**src/hdl/cartesian_to_polar_assert.svh**
```systemverilog
// Assertion macros for the cartesian_to_polar block.
// Included by the top level; needs no package.
`ifndef CARTESIAN_TO_POLAR_ASSERT_SVH
`define CARTESIAN_TO_POLAR_ASSERT_SVH

`ifndef ASSERT_OFF
// Same-cycle implication, checked outside reset
`define CPOL_ASSERT_IMP(label, clk, rst_n, ante, cons, msg) \
	label: assert property (@(posedge clk) disable iff (!rst_n) (ante) |-> (cons)) \
		else $error(msg);
// Next-cycle implication, checked outside reset
`define CPOL_ASSERT_NXT(label, clk, rst_n, ante, cons, msg) \
	label: assert property (@(posedge clk) disable iff (!rst_n) (ante) |=> (cons)) \
		else $error(msg);
`else
`define CPOL_ASSERT_IMP(label, clk, rst_n, ante, cons, msg)
`define CPOL_ASSERT_NXT(label, clk, rst_n, ante, cons, msg)
`endif

`endif

```
**src/hdl/cpol_pkg.sv**
```systemverilog
// Shared constants, types and tables for the cartesian_to_polar CORDIC pipeline.
// No dependencies.
`default_nettype none
package cpol_pkg;

	localparam int DATA_WIDTH = 16;
	localparam int GUARD      = 16;
	localparam int ITERATIONS = 16;
	localparam int MAX_ITER   = 32;
	localparam int ITER_CNT   = (ITERATIONS < MAX_ITER) ? ITERATIONS : MAX_ITER;

	// datapath: sign, one bit for the negated minimum, guard bits, growth headroom
	localparam int XW        = DATA_WIDTH + 1 + GUARD + 3;
	localparam int ZW        = 32;
	localparam int IDX_W     = 5;
	localparam int KW        = 32;
	localparam int PW        = (XW - 1) + KW;
	localparam int MAG_SHIFT = 31 + GUARD;

	localparam logic [DATA_WIDTH-1:0] MAG_MAX = DATA_WIDTH'(46341);

	// round(atan(2^-i) * 2^31 / pi)
	localparam logic [ZW-1:0] ATAN_TAB [MAX_ITER] = '{
		32'h20000000, 32'h12E4051E, 32'h09FB385B, 32'h051111D4,
		32'h028B0D43, 32'h0145D7E1, 32'h00A2F61E, 32'h00517C55,
		32'h0028BE53, 32'h00145F2F, 32'h000A2F98, 32'h000517CC,
		32'h00028BE6, 32'h000145F3, 32'h0000A2FA, 32'h0000517D,
		32'h000028BE, 32'h0000145F, 32'h00000A30, 32'h00000518,
		32'h0000028C, 32'h00000146, 32'h000000A3, 32'h00000051,
		32'h00000029, 32'h00000014, 32'h0000000A, 32'h00000005,
		32'h00000003, 32'h00000001, 32'h00000001, 32'h00000000
	};

	// squared inverse gain in Q62: shrink by floor(q / (4^i + 1)) for each rotation
	localparam logic [63:0] GQ_0  = 64'd1 << 62;
	localparam logic [63:0] GQ_1  = (ITER_CNT > 0) ? GQ_0 - GQ_0 / ((64'd1 << 0) + 64'd1) : GQ_0;
	localparam logic [63:0] GQ_2  = (ITER_CNT > 1) ? GQ_1 - GQ_1 / ((64'd1 << 2) + 64'd1) : GQ_1;
	localparam logic [63:0] GQ_3  = (ITER_CNT > 2) ? GQ_2 - GQ_2 / ((64'd1 << 4) + 64'd1) : GQ_2;
	localparam logic [63:0] GQ_4  = (ITER_CNT > 3) ? GQ_3 - GQ_3 / ((64'd1 << 6) + 64'd1) : GQ_3;
	localparam logic [63:0] GQ_5  = (ITER_CNT > 4) ? GQ_4 - GQ_4 / ((64'd1 << 8) + 64'd1) : GQ_4;
	localparam logic [63:0] GQ_6  = (ITER_CNT > 5) ? GQ_5 - GQ_5 / ((64'd1 << 10) + 64'd1) : GQ_5;
	localparam logic [63:0] GQ_7  = (ITER_CNT > 6) ? GQ_6 - GQ_6 / ((64'd1 << 12) + 64'd1) : GQ_6;
	localparam logic [63:0] GQ_8  = (ITER_CNT > 7) ? GQ_7 - GQ_7 / ((64'd1 << 14) + 64'd1) : GQ_7;
	localparam logic [63:0] GQ_9  = (ITER_CNT > 8) ? GQ_8 - GQ_8 / ((64'd1 << 16) + 64'd1) : GQ_8;
	localparam logic [63:0] GQ_10 = (ITER_CNT > 9) ? GQ_9 - GQ_9 / ((64'd1 << 18) + 64'd1) : GQ_9;
	localparam logic [63:0] GQ_11 = (ITER_CNT > 10) ? GQ_10 - GQ_10 / ((64'd1 << 20) + 64'd1) : GQ_10;
	localparam logic [63:0] GQ_12 = (ITER_CNT > 11) ? GQ_11 - GQ_11 / ((64'd1 << 22) + 64'd1) : GQ_11;
	localparam logic [63:0] GQ_13 = (ITER_CNT > 12) ? GQ_12 - GQ_12 / ((64'd1 << 24) + 64'd1) : GQ_12;
	localparam logic [63:0] GQ_14 = (ITER_CNT > 13) ? GQ_13 - GQ_13 / ((64'd1 << 26) + 64'd1) : GQ_13;
	localparam logic [63:0] GQ_15 = (ITER_CNT > 14) ? GQ_14 - GQ_14 / ((64'd1 << 28) + 64'd1) : GQ_14;
	localparam logic [63:0] GQ_16 = (ITER_CNT > 15) ? GQ_15 - GQ_15 / ((64'd1 << 30) + 64'd1) : GQ_15;
	localparam logic [63:0] GQ_17 = (ITER_CNT > 16) ? GQ_16 - GQ_16 / ((64'd1 << 32) + 64'd1) : GQ_16;
	localparam logic [63:0] GQ_18 = (ITER_CNT > 17) ? GQ_17 - GQ_17 / ((64'd1 << 34) + 64'd1) : GQ_17;
	localparam logic [63:0] GQ_19 = (ITER_CNT > 18) ? GQ_18 - GQ_18 / ((64'd1 << 36) + 64'd1) : GQ_18;
	localparam logic [63:0] GQ_20 = (ITER_CNT > 19) ? GQ_19 - GQ_19 / ((64'd1 << 38) + 64'd1) : GQ_19;
	localparam logic [63:0] GQ_21 = (ITER_CNT > 20) ? GQ_20 - GQ_20 / ((64'd1 << 40) + 64'd1) : GQ_20;
	localparam logic [63:0] GQ_22 = (ITER_CNT > 21) ? GQ_21 - GQ_21 / ((64'd1 << 42) + 64'd1) : GQ_21;
	localparam logic [63:0] GQ_23 = (ITER_CNT > 22) ? GQ_22 - GQ_22 / ((64'd1 << 44) + 64'd1) : GQ_22;
	localparam logic [63:0] GQ_24 = (ITER_CNT > 23) ? GQ_23 - GQ_23 / ((64'd1 << 46) + 64'd1) : GQ_23;
	localparam logic [63:0] GQ_25 = (ITER_CNT > 24) ? GQ_24 - GQ_24 / ((64'd1 << 48) + 64'd1) : GQ_24;
	localparam logic [63:0] GQ_26 = (ITER_CNT > 25) ? GQ_25 - GQ_25 / ((64'd1 << 50) + 64'd1) : GQ_25;
	localparam logic [63:0] GQ_27 = (ITER_CNT > 26) ? GQ_26 - GQ_26 / ((64'd1 << 52) + 64'd1) : GQ_26;
	localparam logic [63:0] GQ_28 = (ITER_CNT > 27) ? GQ_27 - GQ_27 / ((64'd1 << 54) + 64'd1) : GQ_27;
	localparam logic [63:0] GQ_29 = (ITER_CNT > 28) ? GQ_28 - GQ_28 / ((64'd1 << 56) + 64'd1) : GQ_28;
	localparam logic [63:0] GQ_30 = (ITER_CNT > 29) ? GQ_29 - GQ_29 / ((64'd1 << 58) + 64'd1) : GQ_29;
	localparam logic [63:0] GQ_31 = (ITER_CNT > 30) ? GQ_30 - GQ_30 / ((64'd1 << 60) + 64'd1) : GQ_30;
	localparam logic [63:0] GQ_32 = (ITER_CNT > 31) ? GQ_31 - GQ_31 / ((64'd1 << 62) + 64'd1) : GQ_31;

	// CORDIC gain compensation in Q31: integer square root, evaluated at elaboration
	function automatic logic [63:0] gain_k_f();
		logic [63:0] n;
		logic [63:0] res;
		logic [63:0] bit_v;
		n = GQ_32;
		res = '0;
		bit_v = 64'd1 << 62;
		while (bit_v > n) begin
			bit_v = bit_v >> 2;
		end
		while (bit_v != 64'd0) begin
			if (n >= res + bit_v) begin
				n = n - (res + bit_v);
				res = (res >> 1) + bit_v;
			end else begin
				res = res >> 1;
			end
			bit_v = bit_v >> 2;
		end
		return res;
	endfunction

	localparam logic [KW-1:0] GAIN_K = KW'(gain_k_f());

	typedef struct packed {
		logic                 valid;
		logic                 zero;
		logic signed [XW-1:0] x;
		logic signed [XW-1:0] y;
		logic [ZW-1:0]        z;
	} cpol_vec_t;

endpackage
`default_nettype wire

```
**src/hdl/cpol_prerot.sv**
```systemverilog
// Input stage: registers a transaction, folds the left half-plane onto the right.
// Depends on cpol_pkg.
`default_nettype none
module cpol_prerot
	import cpol_pkg::*;
(
	input  wire logic                         clk,
	input  wire logic                         arst_n,
	input  wire logic                         take,
	input  wire logic signed [DATA_WIDTH-1:0] x_in,
	input  wire logic signed [DATA_WIDTH-1:0] y_in,
	output cpol_vec_t                         vec
);

	logic signed [DATA_WIDTH:0] xe;
	logic signed [DATA_WIDTH:0] ye;
	logic [ZW-1:0]              z0;
	cpol_vec_t                  vec_s1;

	always_comb begin
		xe = {x_in[DATA_WIDTH-1], x_in};
		ye = {y_in[DATA_WIDTH-1], y_in};
		z0 = '0;
		// rotate by pi
		if (x_in[DATA_WIDTH-1]) begin
			xe = -xe;
			ye = -ye;
			z0 = ZW'(1) << (ZW - 1);
		end
	end

	always_ff @(posedge clk or negedge arst_n) begin
		if (!arst_n) begin
			vec_s1 <= '0;
		end else begin
			vec_s1.valid <= take;
			vec_s1.zero  <= (x_in == '0) && (y_in == '0);
			vec_s1.x     <= {{(XW-DATA_WIDTH-1-GUARD){xe[DATA_WIDTH]}}, xe, GUARD'(0)};
			vec_s1.y     <= {{(XW-DATA_WIDTH-1-GUARD){ye[DATA_WIDTH]}}, ye, GUARD'(0)};
			vec_s1.z     <= z0;
		end
	end

	assign vec = vec_s1;

endmodule
`default_nettype wire

```
**config.mk**
```make
export PLATFORM = sky130hd
export DESIGN_NAME = cpol_prerot
export DESIGN_NICKNAME = d
export VERILOG_FILES = /design/src/hdl/cartesian_to_polar_assert.svh /design/src/hdl/cpol_pkg.sv /design/src/hdl/cpol_prerot.sv
export SDC_FILE = /design/constraint.sdc
export NUM_CORES = 1
export LEC_CHECK = 0
export BUFFER_PORTS_ARGS = -buffer_cell sky130_fd_sc_hd__buf_2
export CAP_MARGIN = 25
export CORE_UTILIZATION = 43
export CTS_CLUSTER_DIAMETER = 100
export DETAILED_ROUTE_END_ITERATION = 8
export GPL_TIMING_DRIVEN = 0
export HOLD_SLACK_MARGIN = 0.15
export PLACE_DENSITY = 0.78
export SYNTH_ARGS = -nofsm -noshare
export SYNTH_HDL_FRONTEND = slang
export SYNTH_SLANG_ARGS = --single-unit
```
**constraint.sdc**
```tcl
create_clock -name clk -period 0.8 [get_ports clk]
set_input_delay 0.12 -clock clk [delete_from_list [all_inputs] [get_ports clk]]
set_output_delay 0.12 -clock clk [all_outputs]
set_load 0.005 [all_outputs]
```
### Word-level counts from Yosys, hierarchy flattened

Index checks and enable logic that the tools add are counted.

* register bits after elaboration: 68
* output and inout port bits: 106

* add/sub/neg operators: 2
* multiplexer cells: 3
* reduce and logical (&&, ||, !) cells: 3

Operator list (count)
* 17-bit 2-to-1 mux: 2
* 16-bit negator with 17-bit output: 2
* 16-bit logical NOT: 2
* 32-bit 2-to-1 mux: 1
* 1-bit logical AND: 1

### Longest topological paths before layout

* depth after elaboration: 2
* depth in mapped cells: 6
* depth with buffers taken out: 5

### Worst setup path before layout

Ideal clock, no wire load.

* path kind: input to register
* start point: input y_in[1]
* end point: register vec_s1, in the netlist vec[54]
* library setup time: 0.080 ns
* arrival: 1.313 ns
* setup slack: -0.593 ns
* cell stages on the path: 6
* path buffers: 1
* path through: inv_1 > ha_1 > or3b_2 > clkbuf_1 > o31ai_1 > xnor2_1

* cells in the longest elaborated chain, start to end: 2

RTL lines
* from (decl): RTL line cpol_prerot.sv:11 `input wire logic signed [DATA_WIDTH-1:0] y_in,`
* 16-bit negator with 17-bit output: RTL line cpol_prerot.sv:27 `ye = -ye;`
* 17-bit 2-to-1 mux: RTL line cpol_prerot.sv:25 `if (x_in[DATA_WIDTH-1]) begin`
* via ye[6]: RTL line cpol_prerot.sv:16 `logic signed [DATA_WIDTH:0] ye;`
* to (decl): RTL line cpol_prerot.sv:18 `cpol_vec_t vec_s1;`

The timed path passes the listed nets, and every way through them passes these cells.

### Final worst setup path

* start point: input y_in[7]
* end point: register vec_s1, in the netlist vec[62]

Same word-level chain as after synthesis.

==> impl_metrics.env <==
export IMPL_die_w_um=74.1
export IMPL_max_freq_mhz=787
export IMPL_layout_drive_gt1_share=0.576
export IMPL_die_area_um2=5480
export IMPL_p_sw_frac=0.275
export IMPL_dpl_instance_area_um2=3160
export IMPL_cts_buffers_inserted=5
export IMPL_htree_num_levels=2
export IMPL_routedWlPerCell_um=15.7
export IMPL_rows=25
export IMPL_yosysWarnings=0
export IMPL_grt_ovfl_total=0
export IMPL_core_area_um2=4850
export IMPL_arrival_ns=1.49
export IMPL_power_leakage_nw=2.09
export IMPL_syn_cell_area_um2=2230
export IMPL_antenna_found_initial=0
export IMPL_final_cells=461
export IMPL_synth_most_common_cell="buf_4"
export IMPL_fin_area_um2=4100
export IMPL_drc=0
export IMPL_place_hpwl_um=3560
export IMPL_numClockSinks=37
export IMPL_worstPathRequired_ns=1.01
export IMPL_p_sw_mw=1.49
export IMPL_postCtsHoldBufs=26
export IMPL_synth_edf_count=0
export IMPL_syn2layout_area_growth_pct=83.6
export IMPL_finalSetupViolations=69
export IMPL_viasPerCell=4.49
export IMPL_maxCapViolations=0
export IMPL_holdWs_ns=-0.0928
export IMPL_async_flop_share=1.00
export IMPL_p_int_mw=3.93
export IMPL_gp_congestion=0.707
export IMPL_num_vias=2069
export IMPL_worstMarginPinSlew_ns=0.817
export IMPL_drtAntennaViolNets=0
export IMPL_wirelength_um=7260
export IMPL_grt_pass1_wl_um=9720
export IMPL_largest_register_ffs=37
export IMPL_run_status="complete, but fails checks"
export IMPL_grt_max_degree=38
export IMPL_grt_util_all_layers=0.239
export IMPL_nets=430
export IMPL_root_buffer="clkbuf_8"
export IMPL_hold_viol=37
export IMPL_port_buffers=77
export IMPL_violations="hold timing, setup timing"
export IMPL_combPwrFrac=0.292
export IMPL_critPathCapture="vec[62]"
export IMPL_crit_fanout=5
export IMPL_period_share=1.59
export IMPL_seq_power_share=0.389
export IMPL_cp_startpoint="y_in[7]"
export IMPL_cts_tree="done"
export IMPL_placedCellCount=411
export IMPL_endpoint_kind="flop"
export IMPL_initial_core_util=0.460
export IMPL_ys_types=27
export IMPL_synth_top_cells_by_count="69 x buf_4, 37 x dfrtp_1, 27 x xnor2_1, 10 x o31ai_1"
export IMPL_die_height_um=74.1
export IMPL_fillers=258
export IMPL_antenna_cells=0
export IMPL_postSynthAreaPerCell_um2=10.9
export IMPL_min_path_type="input port to async pin"
export IMPL_maxSlewViolCount=0
export IMPL_synth_top_area_share=0.415
export IMPL_clkTransAtPathRegs_ns=0.09
export IMPL_clockBufferDepth=2
export IMPL_setup_ws_ns=-0.471
export IMPL_p_per_area_nw_per_um2=1320
export IMPL_rsz0062_at_grt="yes"
export IMPL_max_slew_margin=0.455
export IMPL_top_level_ports=141
export IMPL_synth_area_leaders="dfrtp_1 41%, buf_4 23%, xnor2_1 11%, o41ai_2 3.6%, o31ai_1 3.4%"
export IMPL_finalCriticalPeriod_ns=1.27
export IMPL_start_kind="input port"
export IMPL_vdd_drop_max_mv=0.647
export IMPL_first_iter_violations=66
export IMPL_seq_area_frac_synth=0.415
export IMPL_ys_seq_elements=37
export IMPL_ys_flop_type="dfrtp_1"
export IMPL_clkPwrFrac=0.319
export IMPL_drt_pass1_iter_count=5
export IMPL_postSynthCellCount=204
export IMPL_path_class="input port to flop"
export IMPL_synth_top_area_cell="dfrtp_1"
export IMPL_grt_pass1_vias=2012
[kinds of logic (layout without fill, tap and decap cells)]
| kind of cell | after synthesis | in the layout | synth area share |
|---|---|---|---|
| buffers and inverters | 83 | 210 | 0.263 |
| DFF | 37 | 37 | 0.415 |
| and+or+nand+nor | 28 | 28 | 0.0846 |
| xor gates and xnor gates | 27 | 27 | 0.106 |
| AOI/OAI and AO/OA | 26 | 26 | 0.118 |
| adders and majority gates | 2 | 2 | 0.0112 |
| other | 1 | 64 | 0.00168 |
[critical path, cell delays in order]
cell and delay, ns:
buf_6 0.10, or4_4 0.56, buf_12 0.17, o41ai_4 0.37, xnor2_1 0.17
[power by group through the flow]
stage          sequential (mW)  combinational [mW]  clock [mW]
2_1_floorplan             2.15               0.674           0
3_3_place_gp              2.11                1.12           0
3_5_place_dp              2.12                1.14           0
4_1_cts                   2.09                1.42        1.73
5_1_grt                   2.13                1.70        1.82
6_report                  2.11                1.58        1.73
[through the flow]
| step | setup TNS, ns | util | power [mW] | setup slack [ns] |
|---|---|---|---|---|
| 4_1_cts | -13.23 | 0.810 | 5.24 | -0.417 |
| 3_3_place_gp | -17.48 | 0.652 | 3.24 | -0.776 |
| 3_5_place_dp | -18.00 | 0.652 | 3.26 | -0.821 |
| 2_1_floorplan | -11.14 | - | 2.82 | -0.545 |
| 6_report | -14.88 | 0.845 | 5.43 | -0.471 |
| 5_1_grt | -16.49 | 0.845 | 5.65 | -0.481 |
[per-layer routing]
| layer | share of wire | up-vias | track usage |
|---|---|---|---|
| li1 | - | 930 | - |
| met1 | 0.37 | 984 | 0.270 |
| met2 | 0.52 | 133 | 0.439 |
| met3 | 0.086 | 22 | 0.0623 |
| met4 | 0.024 | 0 | 0.0705 |
| met5 | 0 | - | 0 |
[layout by cell type, fill, tap and decap left out, types with 4 or more instances in the layout]
cell,synthesis,final
buf_12,0,5
buf_2,2,58
buf_4,69,67
buf_6,2,34
buf_8,0,5
clkbuf_8,0,6
conb_1,1,64
dfrtp_1,37,35
dlygate4sd3_1,0,26
nand2b_1,4,4
o31ai_4,0,8
o41ai_4,2,9
or4_4,3,6
xnor2_1,27,24
[layout make-up]
class                           count  area, um^2  share of cell area
Multi-Input combinational cell    147        1290               0.315
Clock inverter                      2        37.5             0.00916
Sequential cell                    37         928               0.227
Tap cell                           67        83.8              0.0205
Inverter                            4        45.0              0.0110
Clock buffer                        6        82.6              0.0202
Timing Repair Buffer              124        1040               0.253
Buffer                             74         596               0.145
[worst min path at each step]
stage	startpoint	end	slack (ns)	cells after the start
floorplan	arst_n	vec[100]	-0.18	0
global placement	take	vec[105]	0.23	1
global route	arst_n	vec[58]	-0.02	1
CTS	arst_n	vec[58]	-0.06	1
finish	arst_n	vec[58]	-0.09	1
detailed placement	take	vec[105]	0.23	1
[what timing repair did]
item | 4_1_cts | 5_1_grt
pin swaps | 28 | 27
setup buffers | 13 | 8
hold endpoints to repair | 70 | 39
gates resized for setup | 62 | 28
endpoints found under the setup margin | 69 | 70
gates cloned | 1 | 0
No activity file was read; power rests on OpenSTA's default activity.
