File: src/hdl/cartesian_to_polar_assert.svh
// Assertion macros for the cartesian_to_polar block.
// Included by the top level; needs no package.
`ifndef CARTESIAN_TO_POLAR_ASSERT_SVH
`define CARTESIAN_TO_POLAR_ASSERT_SVH

`ifndef ASSERT_OFF
// Same-cycle implication, checked outside reset
`define CPOL_ASSERT_IMP(label, clk, rst_n, ante, cons, msg) \
	label: assert property (@(posedge clk) disable iff (!rst_n) (ante) |-> (cons)) \
		else $error(msg);
// Next-cycle implication, checked outside reset
`define CPOL_ASSERT_NXT(label, clk, rst_n, ante, cons, msg) \
	label: assert property (@(posedge clk) disable iff (!rst_n) (ante) |=> (cons)) \
		else $error(msg);
`else
`define CPOL_ASSERT_IMP(label, clk, rst_n, ante, cons, msg)
`define CPOL_ASSERT_NXT(label, clk, rst_n, ante, cons, msg)
`endif

`endif

File: src/hdl/cpol_pkg.sv
// Shared constants, types and tables for the cartesian_to_polar CORDIC pipeline.
// No dependencies.
`default_nettype none
package cpol_pkg;

	localparam int DATA_WIDTH = 16;
	localparam int GUARD      = 16;
	localparam int ITERATIONS = 16;
	localparam int MAX_ITER   = 32;
	localparam int ITER_CNT   = (ITERATIONS < MAX_ITER) ? ITERATIONS : MAX_ITER;

	// datapath: sign, one bit for the negated minimum, guard bits, growth headroom
	localparam int XW        = DATA_WIDTH + 1 + GUARD + 3;
	localparam int ZW        = 32;
	localparam int IDX_W     = 5;
	localparam int KW        = 32;
	localparam int PW        = (XW - 1) + KW;
	localparam int MAG_SHIFT = 31 + GUARD;

	localparam logic [DATA_WIDTH-1:0] MAG_MAX = DATA_WIDTH'(46341);

	// round(atan(2^-i) * 2^31 / pi)
	localparam logic [ZW-1:0] ATAN_TAB [MAX_ITER] = '{
		32'h20000000, 32'h12E4051E, 32'h09FB385B, 32'h051111D4,
		32'h028B0D43, 32'h0145D7E1, 32'h00A2F61E, 32'h00517C55,
		32'h0028BE53, 32'h00145F2F, 32'h000A2F98, 32'h000517CC,
		32'h00028BE6, 32'h000145F3, 32'h0000A2FA, 32'h0000517D,
		32'h000028BE, 32'h0000145F, 32'h00000A30, 32'h00000518,
		32'h0000028C, 32'h00000146, 32'h000000A3, 32'h00000051,
		32'h00000029, 32'h00000014, 32'h0000000A, 32'h00000005,
		32'h00000003, 32'h00000001, 32'h00000001, 32'h00000000
	};

	// squared inverse gain in Q62: shrink by floor(q / (4^i + 1)) for each rotation
	localparam logic [63:0] GQ_0  = 64'd1 << 62;
	localparam logic [63:0] GQ_1  = (ITER_CNT > 0) ? GQ_0 - GQ_0 / ((64'd1 << 0) + 64'd1) : GQ_0;
	localparam logic [63:0] GQ_2  = (ITER_CNT > 1) ? GQ_1 - GQ_1 / ((64'd1 << 2) + 64'd1) : GQ_1;
	localparam logic [63:0] GQ_3  = (ITER_CNT > 2) ? GQ_2 - GQ_2 / ((64'd1 << 4) + 64'd1) : GQ_2;
	localparam logic [63:0] GQ_4  = (ITER_CNT > 3) ? GQ_3 - GQ_3 / ((64'd1 << 6) + 64'd1) : GQ_3;
	localparam logic [63:0] GQ_5  = (ITER_CNT > 4) ? GQ_4 - GQ_4 / ((64'd1 << 8) + 64'd1) : GQ_4;
	localparam logic [63:0] GQ_6  = (ITER_CNT > 5) ? GQ_5 - GQ_5 / ((64'd1 << 10) + 64'd1) : GQ_5;
	localparam logic [63:0] GQ_7  = (ITER_CNT > 6) ? GQ_6 - GQ_6 / ((64'd1 << 12) + 64'd1) : GQ_6;
	localparam logic [63:0] GQ_8  = (ITER_CNT > 7) ? GQ_7 - GQ_7 / ((64'd1 << 14) + 64'd1) : GQ_7;
	localparam logic [63:0] GQ_9  = (ITER_CNT > 8) ? GQ_8 - GQ_8 / ((64'd1 << 16) + 64'd1) : GQ_8;
	localparam logic [63:0] GQ_10 = (ITER_CNT > 9) ? GQ_9 - GQ_9 / ((64'd1 << 18) + 64'd1) : GQ_9;
	localparam logic [63:0] GQ_11 = (ITER_CNT > 10) ? GQ_10 - GQ_10 / ((64'd1 << 20) + 64'd1) : GQ_10;
	localparam logic [63:0] GQ_12 = (ITER_CNT > 11) ? GQ_11 - GQ_11 / ((64'd1 << 22) + 64'd1) : GQ_11;
	localparam logic [63:0] GQ_13 = (ITER_CNT > 12) ? GQ_12 - GQ_12 / ((64'd1 << 24) + 64'd1) : GQ_12;
	localparam logic [63:0] GQ_14 = (ITER_CNT > 13) ? GQ_13 - GQ_13 / ((64'd1 << 26) + 64'd1) : GQ_13;
	localparam logic [63:0] GQ_15 = (ITER_CNT > 14) ? GQ_14 - GQ_14 / ((64'd1 << 28) + 64'd1) : GQ_14;
	localparam logic [63:0] GQ_16 = (ITER_CNT > 15) ? GQ_15 - GQ_15 / ((64'd1 << 30) + 64'd1) : GQ_15;
	localparam logic [63:0] GQ_17 = (ITER_CNT > 16) ? GQ_16 - GQ_16 / ((64'd1 << 32) + 64'd1) : GQ_16;
	localparam logic [63:0] GQ_18 = (ITER_CNT > 17) ? GQ_17 - GQ_17 / ((64'd1 << 34) + 64'd1) : GQ_17;
	localparam logic [63:0] GQ_19 = (ITER_CNT > 18) ? GQ_18 - GQ_18 / ((64'd1 << 36) + 64'd1) : GQ_18;
	localparam logic [63:0] GQ_20 = (ITER_CNT > 19) ? GQ_19 - GQ_19 / ((64'd1 << 38) + 64'd1) : GQ_19;
	localparam logic [63:0] GQ_21 = (ITER_CNT > 20) ? GQ_20 - GQ_20 / ((64'd1 << 40) + 64'd1) : GQ_20;
	localparam logic [63:0] GQ_22 = (ITER_CNT > 21) ? GQ_21 - GQ_21 / ((64'd1 << 42) + 64'd1) : GQ_21;
	localparam logic [63:0] GQ_23 = (ITER_CNT > 22) ? GQ_22 - GQ_22 / ((64'd1 << 44) + 64'd1) : GQ_22;
	localparam logic [63:0] GQ_24 = (ITER_CNT > 23) ? GQ_23 - GQ_23 / ((64'd1 << 46) + 64'd1) : GQ_23;
	localparam logic [63:0] GQ_25 = (ITER_CNT > 24) ? GQ_24 - GQ_24 / ((64'd1 << 48) + 64'd1) : GQ_24;
	localparam logic [63:0] GQ_26 = (ITER_CNT > 25) ? GQ_25 - GQ_25 / ((64'd1 << 50) + 64'd1) : GQ_25;
	localparam logic [63:0] GQ_27 = (ITER_CNT > 26) ? GQ_26 - GQ_26 / ((64'd1 << 52) + 64'd1) : GQ_26;
	localparam logic [63:0] GQ_28 = (ITER_CNT > 27) ? GQ_27 - GQ_27 / ((64'd1 << 54) + 64'd1) : GQ_27;
	localparam logic [63:0] GQ_29 = (ITER_CNT > 28) ? GQ_28 - GQ_28 / ((64'd1 << 56) + 64'd1) : GQ_28;
	localparam logic [63:0] GQ_30 = (ITER_CNT > 29) ? GQ_29 - GQ_29 / ((64'd1 << 58) + 64'd1) : GQ_29;
	localparam logic [63:0] GQ_31 = (ITER_CNT > 30) ? GQ_30 - GQ_30 / ((64'd1 << 60) + 64'd1) : GQ_30;
	localparam logic [63:0] GQ_32 = (ITER_CNT > 31) ? GQ_31 - GQ_31 / ((64'd1 << 62) + 64'd1) : GQ_31;

	// CORDIC gain compensation in Q31: integer square root, evaluated at elaboration
	function automatic logic [63:0] gain_k_f();
		logic [63:0] n;
		logic [63:0] res;
		logic [63:0] bit_v;
		n = GQ_32;
		res = '0;
		bit_v = 64'd1 << 62;
		while (bit_v > n) begin
			bit_v = bit_v >> 2;
		end
		while (bit_v != 64'd0) begin
			if (n >= res + bit_v) begin
				n = n - (res + bit_v);
				res = (res >> 1) + bit_v;
			end else begin
				res = res >> 1;
			end
			bit_v = bit_v >> 2;
		end
		return res;
	endfunction

	localparam logic [KW-1:0] GAIN_K = KW'(gain_k_f());

	typedef struct packed {
		logic                 valid;
		logic                 zero;
		logic signed [XW-1:0] x;
		logic signed [XW-1:0] y;
		logic [ZW-1:0]        z;
	} cpol_vec_t;

endpackage
`default_nettype wire

File: src/hdl/cpol_gain.sv
// Output stages: gain compensation multiply, rounding, saturation, angle rounding.
// Depends on cpol_pkg.
`default_nettype none
module cpol_gain
	import cpol_pkg::*;
(
	input  wire logic                   clk,
	input  wire logic                   arst_n,
	input  wire cpol_vec_t              vec_in,
	output logic                        done,
	output logic [DATA_WIDTH-1:0]       magnitude,
	output logic signed [DATA_WIDTH-1:0] angle
);

	localparam logic [ZW-1:0] ANG_HALF = ZW'(1) << (ZW - 1 - DATA_WIDTH);
	localparam logic [PW-1:0] MAG_HALF = PW'(1) << (MAG_SHIFT - 1);

	logic [XW-2:0]         xmag;
	logic [ZW-1:0]         zr;
	logic [PW-1:0]         rnd;

	logic                  valid_s1;
	logic                  zero_s1;
	logic [PW-1:0]         prod_s1;
	logic [DATA_WIDTH-1:0] ang_s1;

	logic                  valid_s2;
	logic [DATA_WIDTH-1:0] mag_s2;
	logic [DATA_WIDTH-1:0] ang_s2;

	// clamp a negative final x to zero
	assign xmag = vec_in.x[XW-1] ? '0 : vec_in.x[XW-2:0];
	assign zr   = vec_in.z + ANG_HALF;

	always_ff @(posedge clk or negedge arst_n) begin
		if (!arst_n) begin
			valid_s1 <= 1'b0;
			zero_s1  <= 1'b0;
			prod_s1  <= '0;
			ang_s1   <= '0;
		end else begin
			valid_s1 <= vec_in.valid;
			zero_s1  <= vec_in.zero;
			prod_s1  <= PW'(xmag) * PW'(GAIN_K);
			ang_s1   <= vec_in.zero ? '0 : zr[ZW-1 -: DATA_WIDTH];
		end
	end

	assign rnd = prod_s1 + MAG_HALF;

	always_ff @(posedge clk or negedge arst_n) begin
		if (!arst_n) begin
			valid_s2 <= 1'b0;
			mag_s2   <= '0;
			ang_s2   <= '0;
		end else begin
			valid_s2 <= valid_s1;
			ang_s2   <= ang_s1;
			if (zero_s1) begin
				mag_s2 <= '0;
			end else if (|rnd[PW-1:MAG_SHIFT+DATA_WIDTH]) begin
				mag_s2 <= '1;
			end else begin
				mag_s2 <= rnd[MAG_SHIFT +: DATA_WIDTH];
			end
		end
	end

	assign done      = valid_s2;
	assign magnitude = mag_s2;
	assign angle     = ang_s2;

endmodule
`default_nettype wire

File: config.mk
export PLATFORM = sky130hd
export DESIGN_NAME = cpol_gain
export DESIGN_NICKNAME = d
export VERILOG_FILES = /design/src/hdl/cartesian_to_polar_assert.svh /design/src/hdl/cpol_pkg.sv /design/src/hdl/cpol_gain.sv
export SDC_FILE = /design/constraint.sdc
export NUM_CORES = 1
export LEC_CHECK = 0
export BUFFER_PORTS_ARGS = -buffer_cell sky130_fd_sc_hd__buf_2
export CORE_MARGIN = 1.5
export CORE_UTILIZATION = 25
export CTS_BUF_LIST = sky130_fd_sc_hd__clkbuf_16
export DETAILED_ROUTE_END_ITERATION = 16
export GPL_ROUTABILITY_DRIVEN = 0
export PLACE_DENSITY = 0.46
export SLEW_MARGIN = 20
export SYNTH_ARGS = -nofsm -noshare
export SYNTH_HDL_FRONTEND = slang
export SYNTH_SLANG_ARGS = --single-unit
File: constraint.sdc
create_clock -name clk -period 1.9 [get_ports clk]
set_input_delay 0.19 -clock clk [delete_from_list [all_inputs] [get_ports clk]]
set_output_delay 0.19 -clock clk [all_outputs]
set_load 0.01 [all_outputs]
==> Word-level counts from Yosys, hierarchy flattened <==
Index checks and enable logic that the tools add are counted.
{ "classes": {"add_sub_neg": 2, "n_mul": 1, "muxes": 4, "n_reduce_logical": 1} }
{ "ops": {"columns": ["cell", "n"], "rows": [
  ["$add A66 B47 Y67 const B", 1],
  ["$mul A35 B29 Y64 const B", 1],
  ["$mux W16", 3],
  ["$mux W35", 1],
  ["$add A32 B16 Y32 const B", 1],
  ["$reduce_or A4 Y1", 1]
]} }
{ "totals": {"output_inout_bits": 33, "word_cells": 15, "reg_bits": 115, "input_bits": 108} }

==> Logic depth before layout (Yosys ltp) <==
{ "logic_depth": {"word_depth": 4, "mapped_depth": 30, "mapped_depth_nobuf": 27} }

==> Worst setup path after synthesis <==
Ideal clock, no wire load.
{ "synth_path": {"path_type": "input port to flip-flop", "start": "in vec_in[103] (netlist bit)", "end": "reg prod_s1[63]", "required_ps": 1777, "setup_time_ps": 123, "arrival_ps": 6942, "path_buffers": 2, "path_slack_ps": -5165, "stages": 27, "cell_sequence": "clkbuf_1 > clkbuf_1 > nand2b_1 > inv_1 > ha_1 > inv_1 > fa_1 > fa_1 > fa_1 > inv_1 > fa_1 > fa_1 > fa_1 > inv_1 > fa_1 > inv_1 > ha_1 > a21o_1 > o21bai_1 > a221oi_2 > o21ai_2 > a221oi_2 > a21oi_2 > o21ai_1 > nand2b_1 > a21o_1 > xor2_1"} }
{ "synth_via": {"elab_chain_len": 2} }
{ "synth_lines": {"columns": ["element", "line_no", "source"], "rows": [
  ["start, declared", "cpol_gain.sv:9", "input wire cpol_vec_t vec_in,"],
  ["$mux W35", "cpol_gain.sv:32", "assign xmag = vec_in.x[XW-1] ? '0 : vec_in.x[XW-2:0];"],
  ["$mul A35 B29 Y64", "cpol_gain.sv:44", "prod_s1 <= PW'(xmag) * PW'(GAIN_K);"],
  ["end signal, assigned", "cpol_gain.sv:44", null],
  ["end, declared", "cpol_gain.sv:24", "logic [PW-1:0] prod_s1;"]
]} }
No other way between the ends.

==> Worst setup path in the final report <==
{ "layout_path": {"start": "in vec_in[103] (netlist bit)", "end": "reg prod_s1[65]"} }
Same word-level chain as after synthesis.

==> results.md <==
- Area delta synth->final: 32.8%
- CTS Sinks: 71
- Finished layout cell area: slightly below 0.03 mm2
- DR WL/cell: 17.6 um
- Initial DRC Count: 700
- Unique cell type count in the Yosys netlist: 62
- Number of fill cells: 9251
- N_diodes: 0
- Starting Density: 0.253
- Clock Pin Slew Worst Setup and Hold Paths: 50 ps
- Multi-input logic area: between 0.015 and 0.02 mm2
- Critical path arrival: 6870 ps
- Unrepaired setup endpoints after global routing: true
- Core box area: 0.0886 mm2
- Die Ht: ~300 um
- CTS tree: yes
- Congestion Overflow GR: 0
- Pin slew with the least headroom to its limit: 1000 ps
- Non-Filler Instances: slightly below 4k
- Worst hold path type: in -> reg
- Vias/cell: 4.11
- Mapped cell area: 0.0224 mm2
- Asr flop ratio synth: 1.00
- Instance area after placement: 0.0276 mm2
- Register area: 0.00178 mm2
- Post-synth EDFFs: 0
- Dpl cells: 3899
- Max Cap Viol: 0
- Antenna violations before repair: 3
- Most common cell after layout, fill and taps aside: inv_1
- First-pass GRT wire length: 106000 um
- IO Pins: 141
- Final WS setup: -4750 ps
- Number of remaining DRC errors: 7
- DRT Pass-1 Iters: 11
- Fmax: 150 MHz
- Status: finished, violations left
- Worst setup EP type: flop
- Min cycle time layout: 6650 ps
- Via count: 16.3k
- Row cnt: 109
- Vias in the first global route: 18.0k
- CP Data Required Time: roughly 2100 ps
- Post-synthesis cell count: 2262
- Max clock buf depth: 2
- Syn_nets: 3224
- ANT nets after route: 0
- Violated checks: design-rule violations, negative setup slack
- Setup Skew: 4.23 ps
- Most frequent cells in the layout: 720 x inv_1, 464 x fa_1, 414 x buf_4, 306 x ha_1, 86 x buf_2
- Hold depth: 3
- Critical path's top delay family: adder cells
- Most frequent CP cell: fa_1
- Reg2reg path depth: 9
- H-Tree Level Count: 3
- Syn_area_per_cell: slightly below 10 um2
- Die X: 303 um
- Gr usage total: 0.155
- Seq cells post-synth: 71
- Skew-Pair Late Insertion Delay: 340 ps
- Fin nets: 3754
- Share of cells above drive strength 1: 0.306
- Synth Flop Type: dfrtp_1
- CTS buffer count: 9
- Bufs and invs on worst path: 10
- Root Driver: clkbuf_16
- CP Class: in -> reg
- Max_slew headroom: 0.331
- Peak fanout along the critical path: 5
- Fin. max-slew vios: 0
- Yosys warns: 0
- Place WS: -5780 ps
- Critical path startpoint category: input port
- I/O Buffers: 89
- DRT Wirelength: 69600 um
- Final Hold Viols: 0
- Die Footprint: 0.0916 mm2
- Setup violators final: 36
- Slowest stage delay, CP: between 500 and 600 ps
- DP HPWL: between 60000 and 70000 um
- Sequential-to-total area share from yosys stat: 0.0792
- Pin count of the biggest net entering global routing: ~70
- Worst path slowest cell: fa_1
- Critical Path Stages: 30
- Fin crit share: 3.50
-- path summary, 6_finish.rpt --
path / end / slack, ps / startpoint
worst max register to register: magnitude[2]$_DFF_PN0_ / -190 / prod_s1[52]$_DFF_PN0_
worst max-delay path: prod_s1[65]$_DFF_PN0_ / -4750 / vec_in[103]
worst min-delay path: ang_s1[15]$_DFF_PN0_ / 130 / vec_in[31]
min in group asynchronous: magnitude[13]$_DFF_PN0_ / 380 / arst_n
max in group asynchronous: prod_s1[46]$_DFF_PN0_ / 1150 / arst_n
worst min register to register: angle[6]$_DFF_PN0_ / 350 / ang_s1[6]$_DFF_PN0_
-- cell usage after synthesis (3+ instances only) --
cell      count  area (um2)
clkbuf_1     21        78.8
and2_1       15        93.8
o21bai_1      7        52.6
o21ai_0      27         135
dfrtp_1      71        1780
fa_1        493        9870
a311oi_1      3        26.3
nand2_1      55         206
and4_1        4        35.0
a21o_1       29         218
xor2_1       38         333
o211ai_1      3        22.5
inv_1       784        2940
o31ai_1       4        30.0
xnor2_1      37         324
and3_2        3        22.5
nand2b_1     31         194
a21oi_1      77         385
nand3_1      31         155
a31oi_1       8        50.1
a21oi_2       4        35.0
nor2b_1      27         169
nor3b_1       3        22.5
and3_1        8        50.1
ha_1        361        4520
nor2_1       55         206
nor3_1        8        40.0
o21a_1        3        22.5
nand4_1      10        62.6
-- registers in the layout, indices dropped and copies added, names as in the netlist --
| register | count |
|---|---|
| valid_s1 | 1 |
| magnitude | 16 |
| done | 1 |
| zero_s1 | 1 |
| prod_s1 | 20 |
| ang_s1 | 16 |
| angle | 16 |
-- metal layers --
layer,up-vias,GRT usage,wire [um]
met5,-,0,14
met4,4,0.0245,1240
met3,54,0.0200,2260
met2,212,0.266,34200
met1,8243,0.211,31900
li1,7771,-,-
-- worst register-to-register path: stages (launching register included) --
cell and delay (ps):
dfrtp_2 410, and3_4 220, nand3_4 80, nor3_2 110, buf_4 160, nand3_2 80
mux2_4 320, nor3_4 280, clkbuf_16 220, a21oi_2 60
-- per-stage QoR --
stage / hold WS, ps / TNS, ps / util
after global routing: 145 / -98770 / 0.336
after CTS: 114 / -93680 / 0.328
final: 125 / -93070 / 0.336
after global placement: 233 / -114070 / 0.311
after detailed placement: 235 / -112830 / 0.311
after floorplan: -106 / -89900 / -
-- final cells by class --
type / count / area share
clock buffer: 9 / 0.00756
clock inverter: 7 / 0.00101
inverter: 784 / 0.0998
multi-input combinational: 1380 / 0.642
sequential: 71 / 0.0598
tap: 1165 / 0.0489
timing repair buffer: 546 / 0.140
-- repair_timing --
item                                    in CTS  in global routing
cloned                                       2                  1
pin swaps                                  115                 95
hold endpoints to repair                    72                  0
buffers inserted                            33                 14
endpoints found under the setup margin      36                 36
hold buffers                                 2                  0
resized for setup                          190                156
-- cells by family (layout without fill, tap and decap cells) --
kind of cell / after synthesis / count (layout) / synth area share
muxes: 1 / 1 / 0.000502
adders and majority gates: 854 / 854 / 0.641
DFF: 71 / 71 / 0.0792
xor gates and xnor gates: 75 / 75 / 0.0293
and+or+nand+nor: 265 / 265 / 0.0621
AOI/OAI and AO/OA: 185 / 185 / 0.0517
buffers and inverters: 811 / 1346 / 0.136
Power is left out: the tool's default activity adds up to more than one toggle a clock period on the data nets, which glitch-free logic cannot reach.
