File: src/hdl/cartesian_to_polar_assert.svh
// Assertion macros for the cartesian_to_polar block.
// Included by the top level; needs no package.
`ifndef CARTESIAN_TO_POLAR_ASSERT_SVH
`define CARTESIAN_TO_POLAR_ASSERT_SVH

`ifndef ASSERT_OFF
// Same-cycle implication, checked outside reset
`define CPOL_ASSERT_IMP(label, clk, rst_n, ante, cons, msg) \
	label: assert property (@(posedge clk) disable iff (!rst_n) (ante) |-> (cons)) \
		else $error(msg);
// Next-cycle implication, checked outside reset
`define CPOL_ASSERT_NXT(label, clk, rst_n, ante, cons, msg) \
	label: assert property (@(posedge clk) disable iff (!rst_n) (ante) |=> (cons)) \
		else $error(msg);
`else
`define CPOL_ASSERT_IMP(label, clk, rst_n, ante, cons, msg)
`define CPOL_ASSERT_NXT(label, clk, rst_n, ante, cons, msg)
`endif

`endif

File: src/hdl/cpol_pkg.sv
// Shared constants, types and tables for the cartesian_to_polar CORDIC pipeline.
// No dependencies.
`default_nettype none
package cpol_pkg;

	localparam int DATA_WIDTH = 16;
	localparam int GUARD      = 16;
	localparam int ITERATIONS = 16;
	localparam int MAX_ITER   = 32;
	localparam int ITER_CNT   = (ITERATIONS < MAX_ITER) ? ITERATIONS : MAX_ITER;

	// datapath: sign, one bit for the negated minimum, guard bits, growth headroom
	localparam int XW        = DATA_WIDTH + 1 + GUARD + 3;
	localparam int ZW        = 32;
	localparam int IDX_W     = 5;
	localparam int KW        = 32;
	localparam int PW        = (XW - 1) + KW;
	localparam int MAG_SHIFT = 31 + GUARD;

	localparam logic [DATA_WIDTH-1:0] MAG_MAX = DATA_WIDTH'(46341);

	// round(atan(2^-i) * 2^31 / pi)
	localparam logic [ZW-1:0] ATAN_TAB [MAX_ITER] = '{
		32'h20000000, 32'h12E4051E, 32'h09FB385B, 32'h051111D4,
		32'h028B0D43, 32'h0145D7E1, 32'h00A2F61E, 32'h00517C55,
		32'h0028BE53, 32'h00145F2F, 32'h000A2F98, 32'h000517CC,
		32'h00028BE6, 32'h000145F3, 32'h0000A2FA, 32'h0000517D,
		32'h000028BE, 32'h0000145F, 32'h00000A30, 32'h00000518,
		32'h0000028C, 32'h00000146, 32'h000000A3, 32'h00000051,
		32'h00000029, 32'h00000014, 32'h0000000A, 32'h00000005,
		32'h00000003, 32'h00000001, 32'h00000001, 32'h00000000
	};

	// squared inverse gain in Q62: shrink by floor(q / (4^i + 1)) for each rotation
	localparam logic [63:0] GQ_0  = 64'd1 << 62;
	localparam logic [63:0] GQ_1  = (ITER_CNT > 0) ? GQ_0 - GQ_0 / ((64'd1 << 0) + 64'd1) : GQ_0;
	localparam logic [63:0] GQ_2  = (ITER_CNT > 1) ? GQ_1 - GQ_1 / ((64'd1 << 2) + 64'd1) : GQ_1;
	localparam logic [63:0] GQ_3  = (ITER_CNT > 2) ? GQ_2 - GQ_2 / ((64'd1 << 4) + 64'd1) : GQ_2;
	localparam logic [63:0] GQ_4  = (ITER_CNT > 3) ? GQ_3 - GQ_3 / ((64'd1 << 6) + 64'd1) : GQ_3;
	localparam logic [63:0] GQ_5  = (ITER_CNT > 4) ? GQ_4 - GQ_4 / ((64'd1 << 8) + 64'd1) : GQ_4;
	localparam logic [63:0] GQ_6  = (ITER_CNT > 5) ? GQ_5 - GQ_5 / ((64'd1 << 10) + 64'd1) : GQ_5;
	localparam logic [63:0] GQ_7  = (ITER_CNT > 6) ? GQ_6 - GQ_6 / ((64'd1 << 12) + 64'd1) : GQ_6;
	localparam logic [63:0] GQ_8  = (ITER_CNT > 7) ? GQ_7 - GQ_7 / ((64'd1 << 14) + 64'd1) : GQ_7;
	localparam logic [63:0] GQ_9  = (ITER_CNT > 8) ? GQ_8 - GQ_8 / ((64'd1 << 16) + 64'd1) : GQ_8;
	localparam logic [63:0] GQ_10 = (ITER_CNT > 9) ? GQ_9 - GQ_9 / ((64'd1 << 18) + 64'd1) : GQ_9;
	localparam logic [63:0] GQ_11 = (ITER_CNT > 10) ? GQ_10 - GQ_10 / ((64'd1 << 20) + 64'd1) : GQ_10;
	localparam logic [63:0] GQ_12 = (ITER_CNT > 11) ? GQ_11 - GQ_11 / ((64'd1 << 22) + 64'd1) : GQ_11;
	localparam logic [63:0] GQ_13 = (ITER_CNT > 12) ? GQ_12 - GQ_12 / ((64'd1 << 24) + 64'd1) : GQ_12;
	localparam logic [63:0] GQ_14 = (ITER_CNT > 13) ? GQ_13 - GQ_13 / ((64'd1 << 26) + 64'd1) : GQ_13;
	localparam logic [63:0] GQ_15 = (ITER_CNT > 14) ? GQ_14 - GQ_14 / ((64'd1 << 28) + 64'd1) : GQ_14;
	localparam logic [63:0] GQ_16 = (ITER_CNT > 15) ? GQ_15 - GQ_15 / ((64'd1 << 30) + 64'd1) : GQ_15;
	localparam logic [63:0] GQ_17 = (ITER_CNT > 16) ? GQ_16 - GQ_16 / ((64'd1 << 32) + 64'd1) : GQ_16;
	localparam logic [63:0] GQ_18 = (ITER_CNT > 17) ? GQ_17 - GQ_17 / ((64'd1 << 34) + 64'd1) : GQ_17;
	localparam logic [63:0] GQ_19 = (ITER_CNT > 18) ? GQ_18 - GQ_18 / ((64'd1 << 36) + 64'd1) : GQ_18;
	localparam logic [63:0] GQ_20 = (ITER_CNT > 19) ? GQ_19 - GQ_19 / ((64'd1 << 38) + 64'd1) : GQ_19;
	localparam logic [63:0] GQ_21 = (ITER_CNT > 20) ? GQ_20 - GQ_20 / ((64'd1 << 40) + 64'd1) : GQ_20;
	localparam logic [63:0] GQ_22 = (ITER_CNT > 21) ? GQ_21 - GQ_21 / ((64'd1 << 42) + 64'd1) : GQ_21;
	localparam logic [63:0] GQ_23 = (ITER_CNT > 22) ? GQ_22 - GQ_22 / ((64'd1 << 44) + 64'd1) : GQ_22;
	localparam logic [63:0] GQ_24 = (ITER_CNT > 23) ? GQ_23 - GQ_23 / ((64'd1 << 46) + 64'd1) : GQ_23;
	localparam logic [63:0] GQ_25 = (ITER_CNT > 24) ? GQ_24 - GQ_24 / ((64'd1 << 48) + 64'd1) : GQ_24;
	localparam logic [63:0] GQ_26 = (ITER_CNT > 25) ? GQ_25 - GQ_25 / ((64'd1 << 50) + 64'd1) : GQ_25;
	localparam logic [63:0] GQ_27 = (ITER_CNT > 26) ? GQ_26 - GQ_26 / ((64'd1 << 52) + 64'd1) : GQ_26;
	localparam logic [63:0] GQ_28 = (ITER_CNT > 27) ? GQ_27 - GQ_27 / ((64'd1 << 54) + 64'd1) : GQ_27;
	localparam logic [63:0] GQ_29 = (ITER_CNT > 28) ? GQ_28 - GQ_28 / ((64'd1 << 56) + 64'd1) : GQ_28;
	localparam logic [63:0] GQ_30 = (ITER_CNT > 29) ? GQ_29 - GQ_29 / ((64'd1 << 58) + 64'd1) : GQ_29;
	localparam logic [63:0] GQ_31 = (ITER_CNT > 30) ? GQ_30 - GQ_30 / ((64'd1 << 60) + 64'd1) : GQ_30;
	localparam logic [63:0] GQ_32 = (ITER_CNT > 31) ? GQ_31 - GQ_31 / ((64'd1 << 62) + 64'd1) : GQ_31;

	// CORDIC gain compensation in Q31: integer square root, evaluated at elaboration
	function automatic logic [63:0] gain_k_f();
		logic [63:0] n;
		logic [63:0] res;
		logic [63:0] bit_v;
		n = GQ_32;
		res = '0;
		bit_v = 64'd1 << 62;
		while (bit_v > n) begin
			bit_v = bit_v >> 2;
		end
		while (bit_v != 64'd0) begin
			if (n >= res + bit_v) begin
				n = n - (res + bit_v);
				res = (res >> 1) + bit_v;
			end else begin
				res = res >> 1;
			end
			bit_v = bit_v >> 2;
		end
		return res;
	endfunction

	localparam logic [KW-1:0] GAIN_K = KW'(gain_k_f());

	typedef struct packed {
		logic                 valid;
		logic                 zero;
		logic signed [XW-1:0] x;
		logic signed [XW-1:0] y;
		logic [ZW-1:0]        z;
	} cpol_vec_t;

endpackage
`default_nettype wire

File: src/hdl/cpol_micro_rot.sv
// One CORDIC vectoring microrotation with its pipeline register.
// Depends on cpol_pkg.
`default_nettype none
module cpol_micro_rot
	import cpol_pkg::*;
(
	input  wire logic             clk,
	input  wire logic             arst_n,
	input  wire logic [IDX_W-1:0] idx,
	input  wire logic [ZW-1:0]    atan,
	input  wire cpol_vec_t        vec_in,
	output cpol_vec_t             vec_out
);

	logic signed [XW-1:0] xs;
	logic signed [XW-1:0] ys;
	cpol_vec_t            vec_s1;

	assign xs = vec_in.x >>> idx;
	assign ys = vec_in.y >>> idx;

	always_ff @(posedge clk or negedge arst_n) begin
		if (!arst_n) begin
			vec_s1 <= '0;
		end else begin
			vec_s1.valid <= vec_in.valid;
			vec_s1.zero  <= vec_in.zero;
			// drive y toward zero
			if (!vec_in.y[XW-1]) begin
				vec_s1.x <= vec_in.x + ys;
				vec_s1.y <= vec_in.y - xs;
				vec_s1.z <= vec_in.z + atan;
			end else begin
				vec_s1.x <= vec_in.x - ys;
				vec_s1.y <= vec_in.y + xs;
				vec_s1.z <= vec_in.z - atan;
			end
		end
	end

	assign vec_out = vec_s1;

endmodule
`default_nettype wire

File: config.mk
export PLATFORM = sky130hd
export DESIGN_NAME = cpol_micro_rot
export DESIGN_NICKNAME = d
export VERILOG_FILES = /design/src/hdl/cartesian_to_polar_assert.svh /design/src/hdl/cpol_pkg.sv /design/src/hdl/cpol_micro_rot.sv
export SDC_FILE = /design/constraint.sdc
export NUM_CORES = 1
export LEC_CHECK = 0
export BUFFER_PORTS_ARGS = -buffer_cell sky130_fd_sc_hd__buf_2
export CORE_UTILIZATION = 64
export CTS_BUF_LIST = sky130_fd_sc_hd__clkbuf_16
export CTS_CLUSTER_SIZE = 28
export DETAILED_ROUTE_END_ITERATION = 12
export PLACE_DENSITY = 0.95
export SLEW_MARGIN = 20
export SYNTH_ARGS = -nofsm -noshare
export SYNTH_HDL_FRONTEND = slang
export SYNTH_SLANG_ARGS = --single-unit
File: constraint.sdc
create_clock -name clk -period 0.9 [get_ports clk]
set_clock_uncertainty 0.1 [all_clocks]
set_input_delay 0.18 -clock clk [delete_from_list [all_inputs] [get_ports clk]]
set_output_delay 0.18 -clock clk [all_outputs]
set_load 0.01 [all_outputs]
==> results of run 1 <==
==> cells by family after synthesis <==
group                    count (synthesis)  share of synthesized area
AO/OA/AOI/OAI                          491                      0.212
AND/OR/NAND/NOR                        461                      0.152
XOR/XNOR                               181                      0.106
multiplexers                           181                      0.212
buffers and inverters                  138                     0.0501
adder cells (fa/ha/maj)                108                     0.0917
flip-flops                             106                      0.177
==> through the flow <==
stage               cell area [um2]  instances  hold slack, ns
global placement              21500       2790         -0.0455
floorplan                     15500       1666          -0.216
detailed placement            21500       2790         -0.0421
==> impl_results.md, run 1 <==
- Post-detail-place hpwl: 62400 um
- Pre-CTS WS: -5.33 ns
- Cell area after synthesis: 15000 um2
- Number of clock sinks: 106
- Last stage reached: 4_1_cts
- Flip-flop and latch count after synthesis: 106
- IO Pins: 251
- Post-synth cell types: 96
- Outcome: stopped before the end
- Most frequent cell after synthesis: sky130_fd_sc_hd__a21oi_1
- Mean instance size in the synthesized netlist: about 9 um2
- Synth area leader: sky130_fd_sc_hd__dfrtp_1
- Overall die width: approximately 150 um
- Die Height: 155 um
- Log Error: [ERROR DPL-0038] Utilization greater than 100%, impossible to legalize
- Clock root buffer: sky130_fd_sc_hd__clkbuf_16
- Final weighted congestion in routability-driven placement: 1.25
- TritonCTS Buffers: 9
- Warnings, synthesis: 0
- Most numerous cell types in the synthesized netlist: 169 x sky130_fd_sc_hd__a21oi_1, 151 x sky130_fd_sc_hd__nor2_1, 125 x sky130_fd_sc_hd__xnor2_1
- Count of flip-flops with a built-in enable after synthesis: 0
- Syn_nets: 1919
- Effective utilization at floorplan: 0.658
- H-tree levels: 3
- Fraction of the yosys area taken by sequential cells: 0.177
- Primary flip-flop cell chosen by synthesis mapping: sky130_fd_sc_hd__dfrtp_1
- FFs w/ async S/R, synth: 1.00
- Number of gates given a new drive strength after cts: 276
- Area share of the leading cell type in the synthesized netlist: 0.177
- # Post-CTS Setup Buffers: 66
- Number of buffer cells added on primary ports: 250
- Largest cells by area after synthesis: sky130_fd_sc_hd__dfrtp_1 18%, sky130_fd_sc_hd__mux4_2 10%, sky130_fd_sc_hd__ha_1 8.8%, sky130_fd_sc_hd__xnor2_1 7.3%, sky130_fd_sc_hd__a21oi_1 5.6%
- Post-CTS Hold Fix Bufs: 3
- Cell count after synthesis: between 1500 and 2000
- Row count: between 50 and 60
- Worst-case clock buffer depth: 2
==> run 2, diff against run 1 <==
--- a/config.mk
+++ b/config.mk
@@ -6,11 +6,9 @@
 export NUM_CORES = 1
 export LEC_CHECK = 0
 export BUFFER_PORTS_ARGS = -buffer_cell sky130_fd_sc_hd__buf_2
-export CORE_UTILIZATION = 64
-export CTS_BUF_LIST = sky130_fd_sc_hd__clkbuf_16
-export CTS_CLUSTER_SIZE = 28
+export CORE_UTILIZATION = 40
 export DETAILED_ROUTE_END_ITERATION = 12
-export PLACE_DENSITY = 0.95
+export PLACE_DENSITY_LB_ADDON = 0.15
 export SLEW_MARGIN = 20
 export SYNTH_ARGS = -nofsm -noshare
 export SYNTH_HDL_FRONTEND = slang
==> run 2 against run 1 <==
Effect of this change: the flow now finishes, with violations (setup timing); synthesized cell count unchanged; area after synthesis unchanged.
==> impl_results.md, run 2 <==
- Outcome: finished with violations (was stopped before the end)
- Violations in the final reports: setup timing
- Die Height: 196 um (was 155 um)
- Most common cell on crit path: sky130_fd_sc_hd__buf_4
- Adder and majority cell fraction of the synthesized area: 0.0917 (unchanged)
- Pint: 21900 uW
- Worst Hold Endpoint: vec_out[0]
- Switching share of power: 0.402
- Row count: 70 (was 55)
- Number of stages on the worst hold path: 4
- Average wire per cell in the routed design: 20.3 um
- Sw power: 14700 uW
- Final Max Slew Viols: 0
- Count of flip-flops with a built-in enable after synthesis: 0 (unchanged)
- IO Pins: 251 (unchanged)
- Standby leakage power: 0.0117 uW
- Most frequent cell after synthesis: sky130_fd_sc_hd__a21oi_1 (unchanged)
- Data required, critical path: 1.12 ns
- Pin slew with the least headroom to its limit: 0.848 ns
- Clock root buffer: sky130_fd_sc_hd__clkbuf_16 (unchanged)
- Final wirelength: 63300 um
- Number of flip-flops in the largest register: 106
- Fraction of the yosys area taken by sequential cells: 0.177 (unchanged)
- Cell count after synthesis: 1666 (unchanged)
- Critical path class: input pin to flip-flop
- Power Dens Cells: around 1500 nW/um2
- Primary flip-flop cell chosen by synthesis mapping: sky130_fd_sc_hd__dfrtp_1 (unchanged)
- Number of global-route vias before repair: 17600
- Effective utilization at floorplan: 0.408 (was 0.658)
- Area growth from synthesis to layout: 67.0%
- Final hold violations: 0
- Post-detail-place hpwl: 48400 um (was 62400 um)
- Relative contribution of sequential cells to total power: 0.193
- Synth area leader: sky130_fd_sc_hd__dfrtp_1 (unchanged)
- Synthesized-area fraction occupied by ao, oa, aoi and oai cells: 0.212 (unchanged)
- Pre-CTS WS: -4.98 ns (was -5.33 ns)
- Antenna violations before repair: 1
- Area used by sequential logic in the layout: between 2000 and 3000 um2
- XOR/XNOR share of the synthesized area: 0.106 (unchanged)
- Commonest non-fill, non-tap cells in the layout: 733 x sky130_fd_sc_hd__buf_4, 231 x sky130_fd_sc_hd__buf_2, 132 x sky130_fd_sc_hd__nor2_1
- Total number of vias: 17600
- Net count of the finished layout: 2900
- Met1 track demand over resource in global routing: 0.405
- Dominant combinational cell family by area after synthesis: compound AO/OA/AOI/OAI gates (unchanged)
- Post-layout min period: 5.02 ns
- Mean instance size in the synthesized netlist: 8.99 um2 (unchanged)
- Area of the multi-input gates: 13300 um2
- Syn_nets: 1919 (unchanged)
- FFs w/ async S/R, synth: 1.00 (unchanged)
- Pin count of the biggest net entering global routing: between 50 and 60
- GRT overflow: 0
- Warnings, synthesis: 0 (unchanged)
- Area inside the core boundary: 36700 um2
- Largest cells by area after synthesis: sky130_fd_sc_hd__dfrtp_1 18%, sky130_fd_sc_hd__mux4_2 10%, sky130_fd_sc_hd__ha_1 8.8%, sky130_fd_sc_hd__xnor2_1 7.3%, sky130_fd_sc_hd__a21oi_1 5.6% (unchanged)
- Busiest layer in global routing: met2
- Number of buffer cells added on primary ports: 250 (unchanged)
- Fmax: 0.199 GHz
- Number of cells on the critical path: 27
- Vias per Instance: roughly 5.6
- Rel. slew slack: 0.431
- Maximum vdd ir drop: roughly 1.2 mV
- Cell area after synthesis: 15000 um2 (unchanged)
- Fillers: a little under 3000
- Post-synth cell types: 96 (unchanged)
- WP data arrival: 5.24 ns
- Ratio of final minimum period to clock period: 5.58
- Clock tree from TritonCTS: done
- Final setup violating endpoints: 209
- H-tree levels: 3 (unchanged)
- Final weighted congestion in routability-driven placement: 1.03 (was 1.25)
- Final core occ: 0.682
- Largest incremental delay on the critical path: 0.58 ns
- Drt drc: 0
- Clock edge transition at the registers on the reported setup and hold paths: roughly 0.08 ns
- Slowest cell on the critical path: sky130_fd_sc_hd__mux4_2
- Hold path start: vec_in[0]
- Number of clock sinks: 106 (unchanged)
- Fraction of layout instances using a drive strength above 1: 0.561
- Overall die width: 196 um (was 155 um)
- Initial DRC count: 1233
- Number of buffers and inverters on the critical path: 7
- Post-synthesis share of cell area spent on and, or, nand and nor gates: 0.152 (unchanged)
- CP Max Fanout: 7
- Clock Power Share: 0.114
- Setup Total Neg Slack: -308.92 ns
- MaxCap Viol Count: 0
- Power share of the combinational group: 0.693
- Number of detailed-routing iterations run before antenna repair: 5
- Wire length of the first global-routing pass: between 90000 and 100000 um
- Hold slack final: approximately 0.012 ns
- Area share of the leading cell type in the synthesized netlist: 0.177 (unchanged)
- Worst-case clock buffer depth: 2 (unchanged)
- Most common library cell in the layout ignoring fill and taps: sky130_fd_sc_hd__buf_4
- Flip-flop and latch count after synthesis: 106 (unchanged)
- Class of the tightest hold or removal check: input pin to flip-flop
- Nature of the critical path startpoint: input pin
- Met3 track demand over resource in global routing: 0.0447
- Number of cells in the finished layout apart from fillers: 3121
- Most numerous cell types in the synthesized netlist: 169 x sky130_fd_sc_hd__a21oi_1, 151 x sky130_fd_sc_hd__nor2_1, 125 x sky130_fd_sc_hd__xnor2_1 (unchanged)
- Cell family contributing the most delay on the critical path: compound AO/OA/AOI/OAI gates
- Crit. End Element: flip-flop
- All-layer global routing usage: 0.320
- Cell count after placement: 2991 (was 2790)
- Met2 track demand over resource: 0.558
- Setup repair after global routing missed its margin: true
- Area enclosed by the die boundary: 38200 um2
- Number of nets with antenna violations after routing: 0
- Share of cell area taken by muxes after synthesis: 0.212 (unchanged)
- TritonCTS Buffers: 9 (unchanged)
- Worst setup slack after layout: -4.12 ns
## run 2: worst max-delay path by stage
stage / to / from
after floorplan: vec_out[103] / idx[0]
after global placement: vec_out[103] / idx[1]
after detailed placement: vec_out[103] / idx[1]
after CTS: vec_out[66] / idx[0]
after global routing: vec_out[67] / idx[1]
final: vec_out[103] / idx[0]
## run 2: final cells by class
cell class	count	share of cell area
Sequential cell	106	0.106
Tap cell	468	0.0234
Antenna cell	1	0.000100
Clock buffer	12	0.00945
Timing Repair Buffer	1058	0.321
Clock inverter	4	0.00205
Multi-Input combinational cell	1422	0.530
Inverter	50	0.00770
## run 2: cell families (layout without fill, tap and decap cells)
logic type / count (synthesis) / count (layout)
compound gates: 491 / 491
simple gates: 461 / 461
xor+xnor: 181 / 181
mux: 181 / 181
buf+inv: 138 / 1124
fa+ha+maj: 108 / 108
flops: 106 / 106
other cells: 0 / 1
## run 2: power groups by stage
stage / Combinational [uW] / Sequential, uW / Clock [uW]
6_report: 25300 / 7060 / 4170
5_1_grt: 27100 / 7230 / 4460
3_3_place_gp: 21100 / 7070 / 0
4_1_cts: 22900 / 7050 / 4310
3_5_place_dp: 21300 / 7100 / 0
2_1_floorplan: 10200 / 8160 / 0
## run 2: per-layer routing
layer / routed length, um / vias up
li1: - / 8249
met1: 26000 / 8561
met2: 31300 / 681
met3: 3990 / 122
met4: 2000 / 2
met5: 13 / -
## run 2: per-stage QoR
step / instance area [um2] / total power, uW
2_1_floorplan: 15500 / 18300
3_3_place_gp: 22000 / 28200
3_5_place_dp: 22000 / 28400
4_1_cts: 23600 / 34300
5_1_grt: 25000 / 38800
6_report: 25000 / 36600
## run 2: timing repair
item	4_1_cts	5_1_grt
resized for setup	203	202
pin swaps	95	102
cloned	5	0
hold endpoints to repair	108	0
hold buffers	3	0
setup endpoints to repair	209	209
buffers inserted	51	68
(Power assumes the default switching activity.)
